[src/rtl/mtwm_pkg.sv]
// Package for the monospace text width meter: widths, codes, shared types.
// Used by the channel interfaces and by every module of the block.
package mtwm_pkg;

    // Absolute pel position width
    localparam int POSITION_BITS = 20;

    // Fixed field widths
    localparam int CU_BITS   = 16;
    localparam int SX_BITS   = 20;
    localparam int OUT_BITS  = 20;
    localparam int CW_BITS   = 10;
    localparam int TAB_BITS  = 16;
    localparam int INC_BITS  = CW_BITS + 1;

    // Configuration port
    localparam int CFG_IDX_BITS  = 2;
    localparam int CFG_DATA_BITS = 16;
    localparam logic [CFG_IDX_BITS-1:0] CFG_AVG_WIDTH = 2'd0;
    localparam logic [CFG_IDX_BITS-1:0] CFG_MAX_INC   = 2'd1;
    localparam logic [CFG_IDX_BITS-1:0] CFG_TAB_SIZE  = 2'd2;

    localparam logic [CW_BITS-1:0]  AVG_RESET = 10'd8;
    localparam logic [CW_BITS-1:0]  MAX_RESET = 10'd8;
    localparam logic [TAB_BITS-1:0] TAB_RESET = 16'd64;

    // Tab character
    localparam logic [CU_BITS-1:0] TAB_CODE = 16'h0009;

    // Derived arithmetic widths
    localparam int CMP_BITS = (POSITION_BITS > SX_BITS) ? POSITION_BITS : SX_BITS;
    localparam int DIV_BITS = POSITION_BITS + 1;
    localparam int TGT_BITS = ((DIV_BITS > TAB_BITS) ? DIV_BITS : TAB_BITS) + 1;
    localparam int CNT_BITS = $clog2(DIV_BITS);
    localparam logic [POSITION_BITS-1:0] POS_MAX = {POSITION_BITS{1'b1}};

    // Item queue between front and back
    localparam int QUEUE_DEPTH = 2;
    localparam int Q_PTR_BITS  = $clog2(QUEUE_DEPTH);
    localparam int Q_CNT_BITS  = $clog2(QUEUE_DEPTH + 1);

    // Classified request as it travels through the queue
    typedef struct packed {
        logic                     is_tab;
        logic                     first;
        logic                     sat_start;
        logic [INC_BITS-1:0]      inc;
        logic [POSITION_BITS-1:0] start;
    } t_item;

    typedef struct packed {
        logic full;
        logic empty;
    } t_q_stat;

    typedef struct packed {
        logic pop;
        logic dividing;
    } t_back_stat;

endpackage

[src/rtl/mtwm_in_if.sv]
// Channel interfaces of the text width meter: input requests, results, config.
// Depends on mtwm_pkg for field widths.
interface mtwm_in_if;
    logic                         valid;
    logic                         ready;
    logic [mtwm_pkg::CU_BITS-1:0] code_unit;
    logic                         first;
    logic [mtwm_pkg::SX_BITS-1:0] start_x;

    modport source (output valid, code_unit, first, start_x, input ready);
    modport sink   (input valid, code_unit, first, start_x, output ready);
endinterface

interface mtwm_out_if;
    logic                          valid;
    logic                          ready;
    logic [mtwm_pkg::OUT_BITS-1:0] advance;
    logic [mtwm_pkg::OUT_BITS-1:0] total_width;
    logic                          saturated;

    modport source (output valid, advance, total_width, saturated, input ready);
    modport sink   (input valid, advance, total_width, saturated, output ready);
endinterface

interface mtwm_cfg_if;
    logic                               valid;
    logic                               ready;
    logic [mtwm_pkg::CFG_IDX_BITS-1:0]  wr_index;
    logic [mtwm_pkg::CFG_DATA_BITS-1:0] wr_data;

    modport source (output valid, wr_index, wr_data, input ready);
    modport sink   (input valid, wr_index, wr_data, output ready);
endinterface

[src/rtl/mtwm_front.sv]
// Front end: takes input requests, clamps the start position and classifies
// each code unit into a tab or a fixed increment. Depends on mtwm_pkg, mtwm_in_if.
module mtwm_front (
    mtwm_in_if.sink                       i_meas,
    input  logic [mtwm_pkg::CW_BITS-1:0]  i_avg_width,
    input  logic [mtwm_pkg::CW_BITS-1:0]  i_max_inc,
    input  logic                          i_q_full,
    output logic                          o_push,
    output mtwm_pkg::t_item               o_item
);
    import mtwm_pkg::*;

    function automatic logic in_range(input logic [CU_BITS-1:0] c,
                                      input logic [CU_BITS-1:0] lo,
                                      input logic [CU_BITS-1:0] hi);
        return (c >= lo) && (c <= hi);
    endfunction

    // Maximum increment width in hybrid CJK mode
    function automatic logic is_cjk_wide(input logic [CU_BITS-1:0] c);
        return in_range(c, 16'h0400, 16'h044F) || (c == 16'h00A8) || (c == 16'h00B4) ||
               in_range(c, 16'h2010, 16'h203B) || in_range(c, 16'h2100, 16'hA6FF) ||
               in_range(c, 16'hAC00, 16'hFF5F);
    endfunction

    function automatic logic is_wide(input logic [CU_BITS-1:0] c);
        return in_range(c, 16'h1100, 16'h11FF) || in_range(c, 16'h2E80, 16'hA4CF) ||
               in_range(c, 16'hAC00, 16'hD7AF) || in_range(c, 16'hF900, 16'hFAFF) ||
               in_range(c, 16'hFE30, 16'hFE4F) || in_range(c, 16'hFF00, 16'hFF5F);
    endfunction

    function automatic logic is_zero_width(input logic [CU_BITS-1:0] c);
        return in_range(c, 16'h200B, 16'h200F);
    endfunction

    logic                hybrid;
    logic [CMP_BITS-1:0] sx_ext;
    logic                sx_over;

    assign i_meas.ready = !i_q_full;
    assign o_push       = i_meas.valid && !i_q_full;

    // Start position clamp
    assign sx_ext  = CMP_BITS'(i_meas.start_x);
    assign sx_over = sx_ext > CMP_BITS'(POS_MAX);

    assign hybrid = i_max_inc > i_avg_width;

    // Classification
    always_comb begin
        o_item.is_tab    = (i_meas.code_unit == TAB_CODE);
        o_item.first     = i_meas.first;
        o_item.sat_start = i_meas.first && sx_over;
        o_item.start     = sx_over ? POS_MAX : sx_ext[POSITION_BITS-1:0];
        if (hybrid && is_cjk_wide(i_meas.code_unit)) begin
            o_item.inc = {1'b0, i_max_inc};
        end else if (is_wide(i_meas.code_unit)) begin
            o_item.inc = {i_avg_width, 1'b0};
        end else if (is_zero_width(i_meas.code_unit)) begin
            o_item.inc = '0;
        end else begin
            o_item.inc = {1'b0, i_avg_width};
        end
    end

endmodule

[src/rtl/mtwm_queue.sv]
// Short request queue between the front end and the position unit.
// Depends on mtwm_pkg.
module mtwm_queue (
    input  logic              i_clk,
    input  logic              i_rst_n,
    input  logic              i_push,
    input  mtwm_pkg::t_item   i_item,
    input  logic              i_pop,
    output mtwm_pkg::t_item   o_head,
    output mtwm_pkg::t_q_stat o_stat
);
    import mtwm_pkg::*;

    t_item                 r_mem [QUEUE_DEPTH];
    logic [Q_PTR_BITS-1:0] r_wr_ptr, n_wr_ptr;
    logic [Q_PTR_BITS-1:0] r_rd_ptr, n_rd_ptr;
    logic [Q_CNT_BITS-1:0] r_count, n_count;

    assign o_stat.full  = (r_count == Q_CNT_BITS'(QUEUE_DEPTH));
    assign o_stat.empty = (r_count == '0);
    assign o_head       = r_mem[r_rd_ptr];

    // Pointer and fill count update
    always_comb begin
        n_wr_ptr = r_wr_ptr;
        n_rd_ptr = r_rd_ptr;
        n_count  = r_count;
        if (i_push) begin
            n_wr_ptr = (r_wr_ptr == Q_PTR_BITS'(QUEUE_DEPTH - 1)) ? '0 : r_wr_ptr + 1'b1;
        end
        if (i_pop) begin
            n_rd_ptr = (r_rd_ptr == Q_PTR_BITS'(QUEUE_DEPTH - 1)) ? '0 : r_rd_ptr + 1'b1;
        end
        if (i_push && !i_pop) begin
            n_count = r_count + 1'b1;
        end else if (!i_push && i_pop) begin
            n_count = r_count - 1'b1;
        end
    end

    always_ff @(posedge i_clk) begin
        if (!i_rst_n) begin
            r_wr_ptr <= '0;
            r_rd_ptr <= '0;
            r_count  <= '0;
        end else begin
            r_wr_ptr <= n_wr_ptr;
            r_rd_ptr <= n_rd_ptr;
            r_count  <= n_count;
        end
    end

    // Storage
    always_ff @(posedge i_clk) begin
        if (i_push) begin
            r_mem[r_wr_ptr] <= i_item;
        end
    end

endmodule

[src/rtl/mtwm_back.sv]
// Position unit: applies queued requests to the pel position, rounds tabs up
// with a bit-serial remainder unit, and holds the result register.
// Depends on mtwm_pkg and mtwm_out_if.
module mtwm_back (
    input  logic                           i_clk,
    input  logic                           i_rst_n,
    input  logic [mtwm_pkg::CW_BITS-1:0]   i_avg_width,
    input  logic [mtwm_pkg::TAB_BITS-1:0]  i_tab_size,
    input  mtwm_pkg::t_item                i_head,
    input  logic                           i_q_empty,
    output mtwm_pkg::t_back_stat           o_stat,
    mtwm_out_if.source                     o_res
);
    import mtwm_pkg::*;

    localparam logic [1:0] ST_IDLE = 2'd0;
    localparam logic [1:0] ST_DIV  = 2'd1;
    localparam logic [1:0] ST_DONE = 2'd2;

    logic [1:0]               r_state, n_state;
    logic [POSITION_BITS-1:0] r_pos, n_pos;
    logic [POSITION_BITS-1:0] r_start, n_start;
    logic                     r_sat, n_sat;
    logic [DIV_BITS-1:0]      r_sum, n_sum;
    logic [DIV_BITS-1:0]      r_shift, n_shift;
    logic [TAB_BITS-1:0]      r_rem, n_rem;
    logic [CNT_BITS-1:0]      r_cnt, n_cnt;

    logic                r_out_valid;
    logic [OUT_BITS-1:0] r_advance;
    logic [OUT_BITS-1:0] r_total;
    logic                r_saturated;

    logic                     slot_free;
    logic [TAB_BITS-1:0]      tab_eff;
    logic [POSITION_BITS-1:0] hd_base, hd_start;
    logic [TAB_BITS:0]        cand;
    logic [TGT_BITS-1:0]      done_target;
    logic                     pop;
    logic                     fin;
    logic [POSITION_BITS-1:0] fin_base, fin_start, fin_pos;
    logic [TGT_BITS-1:0]      fin_target;
    logic                     fin_sat, fin_over;
    logic [POSITION_BITS-1:0] adv_raw, tot_raw;
    logic [CMP_BITS-1:0]      adv_ext, tot_ext;

    assign slot_free = !r_out_valid || o_res.ready;
    assign tab_eff   = (i_tab_size == '0) ? TAB_BITS'(1) : i_tab_size;
    assign hd_base   = i_head.first ? i_head.start : r_pos;
    assign hd_start  = i_head.first ? i_head.start : r_start;

    // One remainder step: bring in the next dividend bit
    assign cand = {r_rem, r_shift[DIV_BITS-1]};

    // Next tab stop beyond position + average width
    assign done_target = TGT_BITS'(r_sum) - TGT_BITS'(r_rem) + TGT_BITS'(tab_eff);

    // Sequencer
    always_comb begin
        n_state    = r_state;
        n_pos      = r_pos;
        n_start    = r_start;
        n_sat      = r_sat;
        n_sum      = r_sum;
        n_shift    = r_shift;
        n_rem      = r_rem;
        n_cnt      = r_cnt;
        pop        = 1'b0;
        fin        = 1'b0;
        fin_base   = r_pos;
        fin_start  = r_start;
        fin_target = done_target;
        fin_sat    = r_sat;
        case (r_state)
            ST_IDLE: begin
                if (!i_q_empty) begin
                    if (i_head.is_tab) begin
                        pop     = 1'b1;
                        n_pos   = hd_base;
                        n_start = hd_start;
                        n_sat   = i_head.sat_start;
                        n_sum   = DIV_BITS'(hd_base) + DIV_BITS'(i_avg_width);
                        n_shift = DIV_BITS'(hd_base) + DIV_BITS'(i_avg_width);
                        n_rem   = '0;
                        n_cnt   = CNT_BITS'(DIV_BITS - 1);
                        n_state = ST_DIV;
                    end else if (slot_free) begin
                        pop        = 1'b1;
                        fin        = 1'b1;
                        fin_base   = hd_base;
                        fin_start  = hd_start;
                        fin_target = TGT_BITS'(hd_base) + TGT_BITS'(i_head.inc);
                        fin_sat    = i_head.sat_start;
                    end
                end
            end
            ST_DIV: begin
                if (cand >= {1'b0, tab_eff}) begin
                    n_rem = TAB_BITS'(cand - {1'b0, tab_eff});
                end else begin
                    n_rem = cand[TAB_BITS-1:0];
                end
                n_shift = {r_shift[DIV_BITS-2:0], 1'b0};
                if (r_cnt == '0) begin
                    n_state = ST_DONE;
                end else begin
                    n_cnt = r_cnt - 1'b1;
                end
            end
            ST_DONE: begin
                if (slot_free) begin
                    fin     = 1'b1;
                    n_state = ST_IDLE;
                end
            end
            default: begin
                n_state = ST_IDLE;
            end
        endcase
        if (fin) begin
            n_pos   = fin_pos;
            n_start = fin_start;
        end
    end

    // Clamp at the position maximum and form the result fields
    assign fin_over = fin_target > TGT_BITS'(POS_MAX);
    assign fin_pos  = fin_over ? POS_MAX : fin_target[POSITION_BITS-1:0];
    assign adv_raw  = fin_pos - fin_base;
    assign tot_raw  = fin_pos - fin_start;
    assign adv_ext  = CMP_BITS'(adv_raw);
    assign tot_ext  = CMP_BITS'(tot_raw);

    always_ff @(posedge i_clk) begin
        if (!i_rst_n) begin
            r_state     <= ST_IDLE;
            r_pos       <= '0;
            r_start     <= '0;
            r_out_valid <= 1'b0;
        end else begin
            r_state <= n_state;
            r_pos   <= n_pos;
            r_start <= n_start;
            if (fin) begin
                r_out_valid <= 1'b1;
            end else if (o_res.ready) begin
                r_out_valid <= 1'b0;
            end
        end
    end

    // Datapath registers
    always_ff @(posedge i_clk) begin
        r_sat   <= n_sat;
        r_sum   <= n_sum;
        r_shift <= n_shift;
        r_rem   <= n_rem;
        r_cnt   <= n_cnt;
        if (fin) begin
            r_advance   <= adv_ext[OUT_BITS-1:0];
            r_total     <= tot_ext[OUT_BITS-1:0];
            r_saturated <= fin_sat || fin_over;
        end
    end

    assign o_res.valid       = r_out_valid;
    assign o_res.advance     = r_advance;
    assign o_res.total_width = r_total;
    assign o_res.saturated   = r_saturated;

    assign o_stat.pop      = pop;
    assign o_stat.dividing = (r_state == ST_DIV);

endmodule

[src/rtl/monospace_text_width_measure.sv]
// Top level of the monospace text width meter: config registers, front end,
// request queue and position unit. Depends on mtwm_pkg, the mtwm interfaces,
// mtwm_front, mtwm_queue and mtwm_back.
//
// Usage:
//   i_meas takes one UCS-2 code unit per request with a first flag and a start
//   position; o_res returns one result per request (advance, running width,
//   saturated) in request order. i_cfg writes average width (index 0),
//   maximum increment (index 1) and tab size (index 2); it is always ready
//   and is meant to be written only while no request is in flight.
// Throughput:
//   An ordinary character passes through the request queue and the result
//   register, and such characters stream at one per cycle while o_res is taken. A
//   tab runs a bit-serial remainder unit, one dividend bit per cycle, and the
//   position unit works on one tab at a time.
// Reset:
//   Synchronous, active low. Registers return to 8 / 8 / 64, the position and
//   string start to 0, and the queue and result register empty.
// Stall:
//   While o_res is not taken the result holds; the two-entry queue fills and
//   then i_meas.ready drops.
module monospace_text_width_measure (
    input  logic        i_clk,
    input  logic        i_rst_n,
    mtwm_in_if.sink     i_meas,
    mtwm_cfg_if.sink    i_cfg,
    mtwm_out_if.source  o_res
);
    import mtwm_pkg::*;

    logic [CW_BITS-1:0]  r_avg_width;
    logic [CW_BITS-1:0]  r_max_inc;
    logic [TAB_BITS-1:0] r_tab_size;

    logic       q_push;
    t_item      q_in_item;
    t_item      q_head;
    t_q_stat    q_stat;
    t_back_stat b_stat;

    // Configuration registers
    assign i_cfg.ready = 1'b1;

    always_ff @(posedge i_clk) begin
        if (!i_rst_n) begin
            r_avg_width <= AVG_RESET;
            r_max_inc   <= MAX_RESET;
            r_tab_size  <= TAB_RESET;
        end else if (i_cfg.valid) begin
            case (i_cfg.wr_index)
                CFG_AVG_WIDTH: r_avg_width <= i_cfg.wr_data[CW_BITS-1:0];
                CFG_MAX_INC:   r_max_inc   <= i_cfg.wr_data[CW_BITS-1:0];
                CFG_TAB_SIZE:  r_tab_size  <= i_cfg.wr_data[TAB_BITS-1:0];
                default: begin
                end
            endcase
        end
    end

    mtwm_front u_front (
        .i_meas      (i_meas),
        .i_avg_width (r_avg_width),
        .i_max_inc   (r_max_inc),
        .i_q_full    (q_stat.full),
        .o_push      (q_push),
        .o_item      (q_in_item)
    );

    mtwm_queue u_queue (
        .i_clk   (i_clk),
        .i_rst_n (i_rst_n),
        .i_push  (q_push),
        .i_item  (q_in_item),
        .i_pop   (b_stat.pop),
        .o_head  (q_head),
        .o_stat  (q_stat)
    );

    mtwm_back u_back (
        .i_clk       (i_clk),
        .i_rst_n     (i_rst_n),
        .i_avg_width (r_avg_width),
        .i_tab_size  (r_tab_size),
        .i_head      (q_head),
        .i_q_empty   (q_stat.empty),
        .o_stat      (b_stat),
        .o_res       (o_res)
    );

`ifndef NO_ASSERTIONS
    // No request enters a full queue
    a_push_not_full: assert property (@(posedge i_clk) disable iff (!i_rst_n)
        q_push |-> !q_stat.full)
        else $error("request pushed into full queue");

    // The position unit never takes from an empty queue
    a_pop_not_empty: assert property (@(posedge i_clk) disable iff (!i_rst_n)
        b_stat.pop |-> !q_stat.empty)
        else $error("request popped from empty queue");

    // No new request is taken while a tab is being rounded
    a_no_pop_in_div: assert property (@(posedge i_clk) disable iff (!i_rst_n)
        b_stat.dividing |-> !b_stat.pop)
        else $error("request popped during tab rounding");

    // A tab in progress leaves the result register alone
    a_div_holds_out: assert property (@(posedge i_clk) disable iff (!i_rst_n)
        (b_stat.dividing && !o_res.valid) |=> !o_res.valid)
        else $error("result appeared during tab rounding");
`endif

endmodule

[src/flat_wrapper.sv]
// flat-port wrapper written by rule: the top's interface ports become plain ports
module monospace_text_width_measure_flat import mtwm_pkg::*;
  (i_clk, i_rst_n, i_meas_valid, i_meas_code_unit, i_meas_first, i_meas_start_x, i_meas_ready, i_cfg_valid, i_cfg_wr_index, i_cfg_wr_data, i_cfg_ready, o_res_valid, o_res_advance, o_res_total_width, o_res_saturated, o_res_ready);
  mtwm_in_if i_meas_i ();
  mtwm_cfg_if i_cfg_i ();
  mtwm_out_if o_res_i ();
  input  logic i_clk;
  input  logic i_rst_n;
  input wire logic [$bits(i_meas_i.valid)-1:0] i_meas_valid;
  input wire logic [$bits(i_meas_i.code_unit)-1:0] i_meas_code_unit;
  input wire logic [$bits(i_meas_i.first)-1:0] i_meas_first;
  input wire logic [$bits(i_meas_i.start_x)-1:0] i_meas_start_x;
  output wire logic [$bits(i_meas_i.ready)-1:0] i_meas_ready;
  input wire logic [$bits(i_cfg_i.valid)-1:0] i_cfg_valid;
  input wire logic [$bits(i_cfg_i.wr_index)-1:0] i_cfg_wr_index;
  input wire logic [$bits(i_cfg_i.wr_data)-1:0] i_cfg_wr_data;
  output wire logic [$bits(i_cfg_i.ready)-1:0] i_cfg_ready;
  output wire logic [$bits(o_res_i.valid)-1:0] o_res_valid;
  output wire logic [$bits(o_res_i.advance)-1:0] o_res_advance;
  output wire logic [$bits(o_res_i.total_width)-1:0] o_res_total_width;
  output wire logic [$bits(o_res_i.saturated)-1:0] o_res_saturated;
  input wire logic [$bits(o_res_i.ready)-1:0] o_res_ready;
  assign i_meas_i.valid = i_meas_valid;
  assign i_meas_i.code_unit = i_meas_code_unit;
  assign i_meas_i.first = i_meas_first;
  assign i_meas_i.start_x = i_meas_start_x;
  assign i_meas_ready = i_meas_i.ready;
  assign i_cfg_i.valid = i_cfg_valid;
  assign i_cfg_i.wr_index = i_cfg_wr_index;
  assign i_cfg_i.wr_data = i_cfg_wr_data;
  assign i_cfg_ready = i_cfg_i.ready;
  assign o_res_valid = o_res_i.valid;
  assign o_res_advance = o_res_i.advance;
  assign o_res_total_width = o_res_i.total_width;
  assign o_res_saturated = o_res_i.saturated;
  assign o_res_i.ready = o_res_ready;
  monospace_text_width_measure u_core (.i_clk(i_clk), .i_rst_n(i_rst_n), .i_meas(i_meas_i), .i_cfg(i_cfg_i), .o_res(o_res_i));
endmodule
[config.mk]
export PLATFORM = sky130hd
export DESIGN_NAME = monospace_text_width_measure_flat
export DESIGN_NICKNAME = d
export VERILOG_FILES = /design/src/rtl/mtwm_pkg.sv /design/src/rtl/mtwm_in_if.sv /design/src/rtl/mtwm_front.sv /design/src/rtl/mtwm_queue.sv /design/src/rtl/mtwm_back.sv /design/src/rtl/monospace_text_width_measure.sv /design/src/flat_wrapper.sv
export SDC_FILE = /design/constraint.sdc
export NUM_CORES = 1
export LEC_CHECK = 0
export BUFFER_PORTS_ARGS = -buffer_cell sky130_fd_sc_hd__buf_2
export CORE_MARGIN = 2
export CORE_UTILIZATION = 26
export DETAILED_ROUTE_END_ITERATION = 7
export SETUP_SLACK_MARGIN = 0.15
export SLEW_MARGIN = 20
export SYNTH_ARGS = -nofsm -noshare
export SYNTH_HDL_FRONTEND = slang
export SYNTH_SLANG_ARGS = --single-unit
[constraint.sdc]
create_clock -name i_clk -period 10.45 [get_ports i_clk]
set_input_delay 0.5225 -clock i_clk [delete_from_list [all_inputs] [get_ports i_clk]]
set_output_delay 0.5225 -clock i_clk [all_outputs]
set_load 0.03 [all_outputs]
## Word-level counts from Yosys, hierarchy flattened

Memory sizes are Yosys's and may differ from the RTL's. A register that Yosys moved wholly into a read port is not among the register bits.
Cells that the tools add are included.

- Memories: 1
- RAM bits: 68
- ROM bits: 0
- Bits in registers: 188
- Latch bits: 0
- Word-level logic and storage cells: 185
- Bits of input ports: 60

- Muxes and demuxes: 65
- Bitwise gates (word level): 1
- Divide/modulo/power cells: 0
- Multipliers: 0
- $lt $le $gt $ge: 24
- $add $sub $neg: 12
- Reductions and logical operators: 50
- Eq/ne operators: 14
- Shift-type cells: 0

Memory list:

| memory | words | bits a word | rd ports | clocked after Yosys merged registers in | write ports | RTL line | source |
|---|---|---|---|---|---|---|---|
| u_core.u_queue.r_mem | 2 | 34 | 1 | 1 | 1 | mtwm_queue.sv:14 | `t_item r_mem [QUEUE_DEPTH];` |

Operators by type and width:

| operator | count |
|---|---|
| $mux 20 | 20 |
| $le 16x16->1 const B | 6 |
| $mux 22 | 4 |
| $ge 16x14->1 const B | 4 |
| $ge 16x16->1 const B | 4 |
| $mux 16 | 4 |
| $mux 21 | 2 |
| $pmux 21 s2 | 1 |
| $sub 20x20->20 | 2 |
| $eq 16x8->1 const B | 2 |
| $le 16x14->1 const B | 2 |
| $pmux 16 s2 | 1 |
| $add 22x16->22 | 1 |
| $gt 22x20->1 const B | 1 |
| $mux 11 | 2 |
| $sub 21x16->22 | 1 |
| $add 20x10->21 | 1 |
| $add 20x11->21 | 1 |
| $gt 20x20->1 const B | 1 |
| $mux 1 | 18 |
| $ge 17x16->1 | 1 |
| $eq 16x4->1 const B | 1 |
| $ge 16x11->1 const B | 1 |
| $ge 16x13->1 const B | 1 |
| 29 further kinds | 84 |

## Longest topological paths before layout

- Depth in word-level cells: 10
- Gate-level depth with buffers: 32
- Mapped depth without buffers: 29

## By module

A second synthesis with hierarchy kept.

- Cell total of the unflattened synthesis: 1779
- Area, all modules: 17191.5 sq um

By module, submodules not included:

| module | cells each | instances | area each (sq um) |
|---|---|---|---|
| mtwm_back | 1346 | 1 | 12045.3 |
| mtwm_queue | 128 | 1 | 2671.3 |
| monospace_text_width_measure | 142 | 1 | 1388.8 |
| mtwm_front | 163 | 1 | 1086.0 |

## Worst setup path after synthesis

No wires, ideal clock.

- Kind: reg-to-reg
- Start point: register u_core.r_tab_size[7]
- End point: register u_core.u_back.r_total[19] (netlist: u_core.u_back.o_res.total_width[19]), data pin
- Arrival time: 6.552 ns
- Path slack: 3.639 ns
- Data required time: 10.190 ns
- Clock period less this slack: 6.811 ns
- Stages on the path, launching flop included: 29
- Cells stage by stage: dfxtp_1 -> nor4_1 -> a41o_1 -> inv_1 -> ha_1 -> inv_1 -> ha_1 -> fa_1 -> a21o_1 -> a221oi_2 -> a2bb2oi_1 -> o31ai_1 -> xor2_1 -> o41ai_1 -> clkbuf_1 -> nand3_1 -> ha_1 -> a21oi_1 -> o21ai_0 -> nor4_1 -> o31ai_1 -> maj3_2 -> maj3_2 -> or3_1 -> a31o_1 -> o41ai_2 -> o21bai_1 -> a21oi_1 -> xnor2_1

- Longest elaborated chain between the ends: 10

Ends and longest elaborated chain:

| what | RTL line | source |
|---|---|---|
| start: declaration | monospace_text_width_measure.sv:33 | `logic [TAB_BITS-1:0] r_tab_size;` |
| start signal: assignment | monospace_text_width_measure.sv:53 | `CFG_TAB_SIZE: r_tab_size <= i_cfg.wr_data[TAB_BITS-1:0];` |
| $logic_not 16->1 | mtwm_back.sv:48 | `assign tab_eff = (i_tab_size == '0) ? TAB_BITS'(1) : i_tab_size;` |
| $mux 16 * | mtwm_back.sv:48 |  |
| $add 22x16->22 * | mtwm_back.sv:56 | `assign done_target = TGT_BITS'(r_sum) - TGT_BITS'(r_rem) + TGT_BITS'(tab_eff);` |
| $mux 22 | mtwm_back.sv:87 | `end else if (slot_free) begin` |
| $mux 22 | mtwm_back.sv:77 | `if (i_head.is_tab) begin` |
| $mux 22 | mtwm_back.sv:76 | `if (!i_q_empty) begin` |
| $mux 22 * | mtwm_back.sv:74 | `case (r_state)` |
| $gt 22x20->1 | mtwm_back.sv:127 | `assign fin_over = fin_target > TGT_BITS'(POS_MAX);` |
| $mux 20 * | mtwm_back.sv:128 | `assign fin_pos = fin_over ? POS_MAX : fin_target[POSITION_BITS-1:0];` |
| $sub 20x20->20 * | mtwm_back.sv:130 | `assign tot_raw = fin_pos - fin_start;` |
| via u_core.u_back.tot_ext[19] | mtwm_back.sv:45 | `logic [CMP_BITS-1:0] adv_ext, tot_ext;` |
| end signal: assignment | mtwm_back.sv:161 | `r_total <= tot_ext[OUT_BITS-1:0];` |
| end: declaration | mtwm_back.sv:31 | `logic [OUT_BITS-1:0] r_total;` |

Mark *: on every way through the listed nets, which the timed path passes. The rest lies on a longest branch.
A chain may end at the register's enable or synchronous reset.

## Final worst setup path

- Start point: register u_core.r_tab_size[1]
- End point: register u_core.u_back.r_total[19] (netlist: u_core.u_back.o_res.total_width[19]), data pin

The elaborated chain is that of the path after synthesis.

==> metrics.csv <==
metric;value;unit
r2r setup slk;2990;ps
Post-Synth Adder-Cell Area;10.2;%
Crit. End Element;register;
Tmin final;7460;ps
flip-flop and latch area;6880;µm²
R2R depth;28;
# diodes;0;
RSZ-0062 raised after global routing;no;
row cnt;92;
fill cell count;6640;
RR Startpoint;u_core.r_tab_size[1]$_SDFFE_PN0P_;
Final TNS setup;0;ps
share of post-route cells with drive strength above 1;12.3;%
postcts setup bufs;0;
combinational family with the most area after synthesis;compound AO/OA/AOI/OAI gates;
Clock Latency Late Sink;570;ps
Synth top area share;31.1;%
Total GRT Usage;14.1;%
simple-gate area share of the yosys netlist;15.6;%
Fin. Hold Viols;0;
complex-gate fraction of the synthesized area;19.2;%
Top-Level Pins;104;
top_reg_cell synth;edfxtp_1;
Critical Path Slowest Stage Cell;a221oi_2;
Detailed Place HPWL;37.0;mm
Synth Area in XOR/XNOR;5.61;%
initial core utilization;26.4;%
Seq/Total Area, Yosys;41.2;%
CTS tree;done;
CP peak stage delay;430;ps
Mapped Area;16700;µm²
vias per cell;4.91;
Setup WS pre-CTS;3010;ps
Post-synth ARST share;0;%
PostCTS Resize Cnt;0;
WP data arrival;7770;ps
Syn Inst Count;1794;
Avg WL per Cell;17.7;µm
CP Launch Type;register;
clock sink total;257;
multiplexer share of the synthesized area;3.00;%
First-pass DRT Iterations;5;
vias;13400;
nets@finish;2039;
Hold Path Cell Cnt;1;
first-pass GRT wire length;74.7;mm
fmax;134;MHz
vias in the first global route;13000;
Worst-Margin Slew;1060;ps
I/O Buffers;102;
Area Overhead vs Synth;14.4;%
register bit total from synthesis;257;
Clock Tree Root;clkbuf_16;
Worst slew margin;29.5;%
Synth cell types;77;
commonest non-fill, non-tap cell in the layout;nand2_1;
Final setup viols;0;
cts bufs inserted;28;
initial antenna violation count;2;
full die area;66300;µm²
CTS clk-pin slew, worst paths;60;ps
Layout Skew;13.9;ps
Hold Crit Class;in -> reg;
DRT antenna net count;0;
WP data required;10760;ps
Yosys warnings;0;
largest net degree at the start of global routing;85;
Final WS setup;2990;ps
DRC errors left;0;
Die Wd;257;µm
CP max FO;14;
FF-to-FF End;u_core.u_back.o_res.total_width[19]$_DFFE_PP_;
Core Area;63300;µm²
placed instance area;18100;µm²
CP dominant cell by count;ha_1;
final hold slack;146;ps
Die Ht;257;µm
H-Tree Level Count;1;
Post-CTS Hold Fix Bufs;0;
Routability Congestion;0.935;
multi-input logic area;9020;µm²
outcome;finished, final reports clean;
min-delay src;i_meas_start_x[10];
hold endpoint;u_core.u_queue.r_mem[1][10]$_DFFE_PP_;
Synth area leaders;edfxtp_1, dfxtp_1, ha_1;
leading cell types in the layout, fill and taps excluded;nand2_1, edfxtp_1, a21oi_1, inv_1, nor2_1;
Crit Path Category;reg -> reg;
fin crit share;71.4;%
fin. max-slew vios;0;
EDFF count, synth;173;
DRT iter0 DRCs;1057;
wirelength, routed;48.2;mm
Max Cap Violations;0;
syn avg cell area;9.31;µm²
grt total ovfl;0;
Max clock buf depth;3;
post-synth top area cell;edfxtp_1;
design area;19100;µm²
[synth_stat cells, types with 32 or more instances]
| cell | count |
|---|---|
| ha_1 | 99 |
| dfxtp_1 | 84 |
| clkbuf_1 | 80 |
| a21oi_1 | 149 |
| o21ai_0 | 73 |
| o211ai_1 | 34 |
| edfxtp_1 | 173 |
| a22oi_1 | 32 |
| a21o_1 | 48 |
| inv_1 | 128 |
| xnor2_1 | 64 |
| nor2_1 | 121 |
| xor2_1 | 43 |
| nor2b_1 | 52 |
| nand2_1 | 216 |
[per-layer routing]
metal	share of wire, %	vias up	track usage (%)
met4	2.6	4	4.27
met5	0.048	-	0
li1	-	6519	-
met3	5.3	71	1.93
met2	46	377	23.5
met1	46	6406	19.0
[final cells by class]
class	instances	area share, %
multi-input combinational	1314	47.2
sequential	257	36.0
tap	846	5.54
clock buffer	38	4.08
timing repair buffer	128	3.69
inverter	130	2.55
clock inverter	14	0.943
[how the worst max path moves through the flow]
| stage | startpoint | endpoint | slack (ps) | cells past startpoint |
|---|---|---|---|---|
| 2_1_floorplan | u_core.r_tab_size[7]$_SDFFE_PN0P_ | u_core.u_back.o_res.total_width[19]$_DFFE_PP_ | 3640 | 28 |
| 3_3_place_gp | u_core.r_tab_size[1]$_SDFFE_PN0P_ | u_core.u_back.o_res.total_width[19]$_DFFE_PP_ | 3150 | 28 |
| 3_5_place_dp | u_core.r_tab_size[1]$_SDFFE_PN0P_ | u_core.u_back.o_res.total_width[19]$_DFFE_PP_ | 3010 | 28 |
| 4_1_cts | u_core.r_tab_size[1]$_SDFFE_PN0P_ | u_core.u_back.o_res.total_width[19]$_DFFE_PP_ | 2980 | 28 |
| 5_1_grt | register | u_core.u_back.o_res.total_width[19]$_DFFE_PP_ | 2380 | 28 |
| 6_report | u_core.r_tab_size[1]$_SDFFE_PN0P_ | u_core.u_back.o_res.total_width[19]$_DFFE_PP_ | 2990 | 28 |
[registers in the layout, summed over array words and instances (netlist names), 2 cells and up, named ones only]
| register | count |
|---|---|
| u_core.r_avg_width | 10 |
| u_core.r_max_inc | 10 |
| u_core.r_tab_size | 16 |
| u_core.u_back.o_res.advance | 20 |
| u_core.u_back.o_res.total_width | 20 |
| u_core.u_back.r_cnt | 5 |
| u_core.u_back.r_pos | 20 |
| u_core.u_back.r_rem | 16 |
| u_core.u_back.r_shift | 21 |
| u_core.u_back.r_start | 20 |
| u_core.u_back.r_state | 2 |
| u_core.u_back.r_sum | 21 |
| u_core.u_queue.r_count | 2 |
| u_core.u_queue.r_mem | 68 |
[stage by stage]
step           cells  util [%]
2_1_floorplan   1795         -
3_3_place_gp    2675      28.7
3_5_place_dp    2675      28.7
4_1_cts         2727      30.2
5_1_grt         2727      30.2
6_report        2727      30.2
[critical path, delay by kind of cell (launching register included)]
family / cells / cell delay [ps]
AO/OA/AOI/OAI: 13 / 3050
adder cells (fa/ha/maj): 6 / 1900
AND/OR/NAND/NOR: 4 / 1270
flip-flops: 1 / 360
buffers and inverters: 3 / 350
XOR/XNOR: 2 / 290
[kinds of logic (layout without fill, tap and decap cells)]
group	count (synthesis)	count (layout)
flip-flops	257	257
multiplexers	46	46
AO/OA/AOI/OAI	480	480
AND/OR/NAND/NOR	553	553
other	2	3
adder cells (fa/ha/maj)	125	125
buffers and inverters	224	310
XOR/XNOR	107	107
Power is not shown: default switching activity piles up to over one toggle a cycle in this logic, so the estimate is an artifact.
